===== src/hdl/lslr_pkg.sv =====
`timescale 1ns / 1ps
// ----------------------------------------------------------------------------
// lslr_pkg
// Shared types and codes for the LRU set lookup and replacement block.
// ----------------------------------------------------------------------------
package lslr_pkg;

  localparam logic [1:0] KIND_HIT      = 2'd0;
  localparam logic [1:0] KIND_COLD     = 2'd1;
  localparam logic [1:0] KIND_CONFLICT = 2'd2;

  typedef enum logic [1:0] {
    ST_CLEAR,
    ST_IDLE,
    ST_EVAL,
    ST_WRITE
  } state_t;

  typedef struct packed {
    logic clear;
    logic capture;
    logic eval;
    logic update;
  } ctrl_cmd_t;

  typedef struct packed {
    logic clear_last;
  } ctrl_sts_t;

endpackage


===== src/hdl/lslr_ctrl.sv =====
`timescale 1ns / 1ps
// ----------------------------------------------------------------------------
// lslr_ctrl
// Sequencer: clearing pass after reset, then capture, evaluate, write back.
// ----------------------------------------------------------------------------
module lslr_ctrl
  import lslr_pkg::*;
(
  input  logic      clk,
  input  logic      rst,
  input  logic      start,
  input  ctrl_sts_t sts,
  output ctrl_cmd_t cmd,
  output logic      busy
);

  state_t state;
  state_t state_next;

  always_ff @(posedge clk) begin
    if (rst) begin
      state <= ST_CLEAR;
    end else begin
      state <= state_next;
    end
  end

  always_comb begin
    state_next = state;
    case (state)
      ST_CLEAR: begin
        if (sts.clear_last) state_next = ST_IDLE;
      end
      ST_IDLE: begin
        if (start) state_next = ST_EVAL;
      end
      ST_EVAL:  state_next = ST_WRITE;
      ST_WRITE: state_next = ST_IDLE;
      default:  state_next = ST_CLEAR;
    endcase
  end

  always_comb begin
    cmd  = '0;
    busy = 1'b1;
    case (state)
      ST_CLEAR: cmd.clear = 1'b1;
      ST_IDLE: begin
        busy        = 1'b0;
        cmd.capture = start;
      end
      ST_EVAL:  cmd.eval = 1'b1;
      ST_WRITE: cmd.update = 1'b1;
      default:  cmd = '0;
    endcase
  end

endmodule


===== config.mk =====
export PLATFORM = sky130hd
export DESIGN_NAME = lslr_ctrl
export DESIGN_NICKNAME = d
export VERILOG_FILES = /design/src/hdl/lslr_pkg.sv /design/src/hdl/lslr_ctrl.sv
export SDC_FILE = /design/constraint.sdc
export NUM_CORES = 1
export LEC_CHECK = 0
export ABC_AREA = 1
export BUFFER_PORTS_ARGS = -buffer_cell sky130_fd_sc_hd__buf_2
export CORE_AREA = 2 2 39 41
export DETAILED_ROUTE_END_ITERATION = 10
export DIE_AREA = 0 0 41 43
export GPL_TIMING_DRIVEN = 1
export PLACE_DENSITY = 0.3
export SLEW_MARGIN = 20
export SYNTH_ARGS = -nofsm -noshare
export SYNTH_HDL_FRONTEND = slang
export SYNTH_SLANG_ARGS = --single-unit

===== constraint.sdc =====
create_clock -name clk -period 1.2 [get_ports clk]
set_input_delay 0.12 -clock clk [delete_from_list [all_inputs] [get_ports clk]]
set_output_delay 0.12 -clock clk [all_outputs]
set_load 0.02 [all_outputs]

; ---- Word-level counts from Yosys, hierarchy flattened
; Cells that the tools add are included.
[totals]
word_cells = 16
reg_bits = 2
inputBits = 4
rom_bits = 0
out_inout_bits = 5
ram_bits = 0
latch_bits = 0
mem_count = 0
[op_classes]
n_mul = 0
order_cmp = 0
shifts = 0
bitwise_logic = 0
n_eq_ne = 5
n_addsub = 0
div_mod_pow = 0
n_mux = 8
reduce_logical = 2
[op_table]
columns = operator, n
row1 = case mux 2 bit (4 select lines), 1
row2 = two-way mux 1 bit, 5
row3 = equality test 2 bit (second input constant), 2
row4 = two-way mux 2 bit, 2
row5 = != test 2 bit (second input constant), 2
row6 = equality test 2 x 1 -> 1 bit (second input constant), 1
row7 = logical NOT 2 bit, 1
row8 = AND reduction 2 bit, 1

; ---- Longest topological paths before layout
; Gate-level depths: netlist (run 1).
[logic_depth]
depth_word = 3
ltp_mapped = 6
depth_no_buf = 6

; ---- Least setup slack after synthesis (run 1)
; OpenSTA, ideal clock, no wires.
[synth_timing]
path_type = reg2reg
start = register state[0]
end = register state[1]
stages_incl_launch_ff = 7
path_slack_ns = 0.097
setup_time_ns = 0.115
required_time_ns = 1.085
arrival_time_ns = 0.988
path_buffers = 0
period_less_slack_ns = 1.103
path_cell_list = dfxtp_1 > inv_1 > ha_1 > nand2_1 > nand3b_1 > nand2_1 > nor2_1
[synth_between]
elab_chain_cells = 3
word_cells_on_any_way = 8
cone_classes = eq/ne (5) / mux (1) / reduce/logical (2)
[synth_lines]
columns = item, line_no
row1 = "start, declared", lslr_ctrl.sv:17  ; state_t state;
row2 = "start signal, assigned", lslr_ctrl.sv:24  ; state <= state_next;
row3 = equality test 2 x 1 -> 1 bit / logical NOT 2 bit (equally long branches), lslr_ctrl.sv:30  ; case (state)
row4 = != test 2 bit (no line), -
row5 = AND reduction 2 bit (no line), -
; Parallel ways exist; a longest one is shown, timed or not.
; A chain may end at the register's enable or synchronous reset.

==> results.cfg, run 1 <==
[sta]
fmax_mhz = 876
finalHoldViolCount = 0
final-setup-viol-count = 0
final_max_slew_viol_count = 0
min_period_over_period_pct = 95.1
fin_worst_skew_ps = 0.447
rsz0062_at_grt = no
relSlewSlack_pct = 92.0
worst_pin_slew_ps = 120
setup_tns_ps = 0
period_needed_ps = 1140

[setup_path]
worst-setup-path-type = flip-flop to output port
crit_arrival_ps = 1020
critPathLaunchType = flip-flop
crit_required_ps = 1080
setup.worst_path.end_class = output port
cp_max_fo = 4

[synthesis]
yosysMostFrequentCell = inv_1
synth-adder-area-share_pct = 29.4
synthesis.area_um2 = 170
ys_seq_area_share_pct = 23.5
netlist_instances = 24
synth-xor-area-share_pct = 0
ys_ff_latch = 2
synth_top_area_share_pct = 29.4
syn_avg_cell_area_um2 = 7.09
yosys.area.top_type = ha_1
ys_types = 9
synth.mux.area_fraction_pct = 0
synth_compound_area_share_pct = 8.09
synth_top_family_by_area = adder cells
yosys.area_share.simple_pct = 23.5
synth_warnings = 0
synth_edf_count = 0
ys.flop_type = dfxtp_1
syn_nets = 32
synthArstFlopShare_pct = 0
synthTopCellsByArea = ha_1 (29%), dfxtp_1 (24%), inv_1 (15%), nand2_1 (13%), a21oi_2 (5.1%)
synth_common_cells = inv_1 (7), nand2_1 (6), ha_1 (4)

[power]
power.density_nw_per_um2 = 2080
power_mw = 0.569
peakVddDrop_uv = 517
p_leak_nw = 0.160

[cells_and_area]
regMostFlops = state
n_fill_cell = 163
design_area_um2 = 274
finalNetCount = 45
drive_above_1_share_pct = 48.6
area_delta_synth_final_pct = 61.0
multiInputGateArea_um2 = 116
largest_register_ffs = 2
reg.largest.list = state x2
register_area_um2 = 42.5
n_antenna_cell = 0

[route]
drt_first_pass_iters = 2
vias_per_cell = 3.39
drt-initial-drc-count = 2
wl_per_cell_um = 7.20
wl_um = 367
vias = 173
drc = 0
postRouteAntennaNets = 0

[grt]
first_global_vias = 146
track_usage_pct = 5.61
grt_pass1_wl_um = 538
grt.overflow.total = 0
grt_max_degree = 5
antenna_found_initial = 0

[job]
maxCapViolCount = 0

[die]
rows = 14
coreArea_um2 = 1380
die_h_um = 43
initial_core_util_pct = 12.3
ios = 9
die_x_um = 41
dieArea_um2 = 1760

[placed_design]
hpwl_um = 274
placed_area_um2 = 230
numPortBuffers = 8
routabilityCongestion = 0.657

[clocking]
cts_setup_buffers = 0
htreeDepth = 1
cts_buffers = 3
cts.clk_slew.worst_paths_ps = 30
cts.sink_count = 2
cts_tree = yes
cts_hold_buf = 0
root_buffer = clkbuf_4
cts_resized = 2
cts.path.max_buffers = 2
clk_latency_ps = 220

[min_path]
holdCritPathClass = input pin to flip-flop

[run_status]
status = complete, no violations
layout by cell type (no fill, tap or decap), types with 2 or more instances in the layout:
cell,count
buf_2,7
clkbuf_4,3
dfxtp_2,2
ha_1,3
inv_1,6
nand2_1,6
metrics by stage:
stage                     util (%)  worst slack (ps)  hold WS (ps)  cells
after global placement        16.6               115           300     48
final                         19.8              59.0          69.5     51
after global routing          19.8              3.46          70.1     51
after CTS                     18.5             -5.34          62.3     51
after floorplan                  -              97.1           182     24
after detailed placement      16.6               115           302     48
worst max-delay path, cell delays in order (launching register included):
cell and delay, ps:
dfxtp_2 350, inv_2 60, ha_4 160, nand2_1 50, inv_1 30, buf_2 140
kinds of logic (layout without fill, tap and decap cells):
kind of cell               after synthesis  count (layout)
AOI/OAI and AO/OA                        2               2
adders and majority gates                4               4
buffers and inverters                    7              18
DFF                                      2               2
and+or+nand+nor                          9               9
report_power, final:
group / switching (mW) / total [mW] / internal, mW
Sequential: 0.0307 / 0.125 / 0.0948
Combinational: 0.174 / 0.294 / 0.120
Clock: 0.0392 / 0.150 / 0.110
path summary, 6_finish.rpt:
kind	from	endpoint	slack [ps]	cells after the start
max	state[1]	cmd[2]	60	5
min	rst	state[0]	70	2
max reg2reg	state[0]	state[1]	120	5
min reg2reg	state[0]	state[0]	500	2
cell type report:
cell class,instances,share of cell area (%)
inverter,7,9.59
clock buffer,3,8.22
tap,16,7.31
sequential,2,15.5
timing repair buffer,8,16.9
multi-input combinational,15,42.5
per-layer routing:
layer  GRT usage (%)  wire length (µm)  vias up
met5               0                 0        -
met4            12.0                24        0
met3            1.57                49        4
met2            5.63               146        8
met1            5.43               146       69
li1                -                 -       92
(Power assumes the default switching activity.)
==> inputs of run 2 (changes only) <==
--- a/config.mk
+++ b/config.mk
@@ -11,6 +11,7 @@
 export DETAILED_ROUTE_END_ITERATION = 10
 export DIE_AREA = 0 0 41 43
 export GPL_TIMING_DRIVEN = 1
+export HOLD_SLACK_MARGIN = 0.08
 export PLACE_DENSITY = 0.3
 export SLEW_MARGIN = 20
 export SYNTH_ARGS = -nofsm -noshare
==> results.cfg, run 2 (synthesis gave the netlist of run 1 again) <==
[sta]
final-setup-viol-count = 0
period_needed_ps = 1140
fin_worst_skew_ps = 0.447
worst_pin_slew_ps = 120
final_max_slew_viol_count = 0
min_period_over_period_pct = 95.1
finalHoldViolCount = 0
rsz0062_at_grt = no
relSlewSlack_pct = 92.0
fmax_mhz = 876

[route]
vias_per_cell = 3.44
wl_um = 368
drt_first_pass_iters = 2
wl_met3_um = 46
met2_length_um = 149
wirelength_met1_um = 147
top_layer_used = met4
drt-initial-drc-count = 2
wl_per_cell_um = 7.08
drc = 0
postRouteAntennaNets = 0
vias = 179

[setup_path]
path_cells = inv_2 -> ha_4 -> nand2_1 -> inv_1 -> buf_2
slowest_delay_ps = 350
worst-setup-path-type = flip-flop to output port
setup.worst_path.end_class = output port
critPathLaunchType = flip-flop
crit_required_ps = 1080
cp_max_fo = 4
crit_arrival_ps = 1020
crit_slowest_cell = dfxtp_2

[clocking]
cts_buffers = 3
cts.clk_slew.worst_paths_ps = 30
clk_latency_ps = 220
cts_setup_buffers = 0
cts_tree = yes
cts.path.max_buffers = 2
root_buffer = clkbuf_4
cts.sink_count = 2
htreeDepth = 1

[die]
coreArea_um2 = 1380
ios = 9
rows = 14
die_x_um = 41
die_h_um = 43
initial_core_util_pct = 12.3
dieArea_um2 = 1760

[cells_and_area]
area_delta_synth_final_pct = 66.9
finalNetCount = 46
n_antenna_cell = 0
n_fill_cell = 164
mostFrequentLayoutCell = buf_2
final_cell_mix = buf_2 (7), inv_1 (6), nand2_1 (6)
drive_above_1_share_pct = 47.2
largest_register_ffs = 2
regMostFlops = state
utilization_pct = 20.5
reg.largest.list = state x2

[run_status]
status = complete, no violations

[grt]
antenna_found_initial = 0
first_global_vias = 146
grt_max_degree = 5
grt_pass1_wl_um = 538
grt.overflow.total = 0
track_usage_pct = 5.61

[power]
power_mw = 0.572
power.density_nw_per_um2 = 2010
power_frac_clock_pct = 26.2
combPwrFrac_pct = 51.9
sequentialPowerShare_pct = 21.9
switching_share_pct = 42.7
power_switching_mw = 0.244
peakVddDrop_uv = 527
intPower_mw = 0.327
p_leak_nw = 0.164

[min_path]
holdCritPathClass = input pin to flip-flop

[job]
maxCapViolCount = 0

[placed_design]
routabilityCongestion = 0.657
numPortBuffers = 8
hpwl_um = 274
==> run 2: cell count changes in the layout (fill, tap and decap cells not counted) <==
cell | previous run | this run
dlygate4sd3_1 | 0 | 1
==> run 2: final timing paths <==
| kind | slack [ps] | from | cells past startpoint | to |
|---|---|---|---|---|
| max reg2reg | 120 | state[0] | 5 | state[1] |
| min reg2reg | 500 | state[0] | 2 | state[0] |
| min | 270 | start | 5 | state[1] |
| max | 60 | state[1] | 5 | cmd[2] |
==> run 2: layer usage <==
layer  global-route usage, %  vias up
met1                    5.43       73
met2                    5.63        8
li1                        -       94
met5                       0        -
met3                    1.57        4
met4                    12.0        0
==> run 2: timing repair <==
action,CTS,global route
endpoints found under the setup margin,2,3
cloned,0,0
hold endpoints to repair,1,0
gates resized for setup,2,5
hold buffers,1,0
==> run 2: power groups by stage <==
stage	Combinational, mW	Sequential, mW	Clock [mW]
after floorplan	0.208	0.108	0
after global placement	0.274	0.113	0
after detailed placement	0.267	0.114	0
after CTS	0.274	0.116	0.162
after global routing	0.336	0.127	0.162
final	0.297	0.125	0.150
==> run 2: cell type report <==
class	count	area [µm²]	area share (%)
clock buffer	3	22.5	7.93
sequential	2	42.5	15.0
tap	16	20.0	7.05
multi-input combinational	15	116	41.0
timing repair buffer	9	56.3	19.8
inverter	7	26.3	9.25
==> run 2: through the flow <==
stage | instances | setup TNS [ps] | cell area, µm² | hold WS, ps | setup WS [ps]
final | 52 | 0 | 284 | 274 | 59.0
after global routing | 52 | 0 | 284 | 300 | 3.46
after CTS | 52 | -5.34 | 267 | 265 | -5.34
after detailed placement | 48 | 0 | 230 | 302 | 115
after global placement | 48 | 0 | 230 | 300 | 115
after floorplan | 24 | 0 | 170 | 182 | 97.1
==> run 2: worst max-delay path: cells and delay by family, from the launching register on <==
family | cells | cell delay, ps
fa+ha+maj | 1 | 160
buf+inv | 3 | 230
simple gates | 1 | 50
flops | 1 | 350
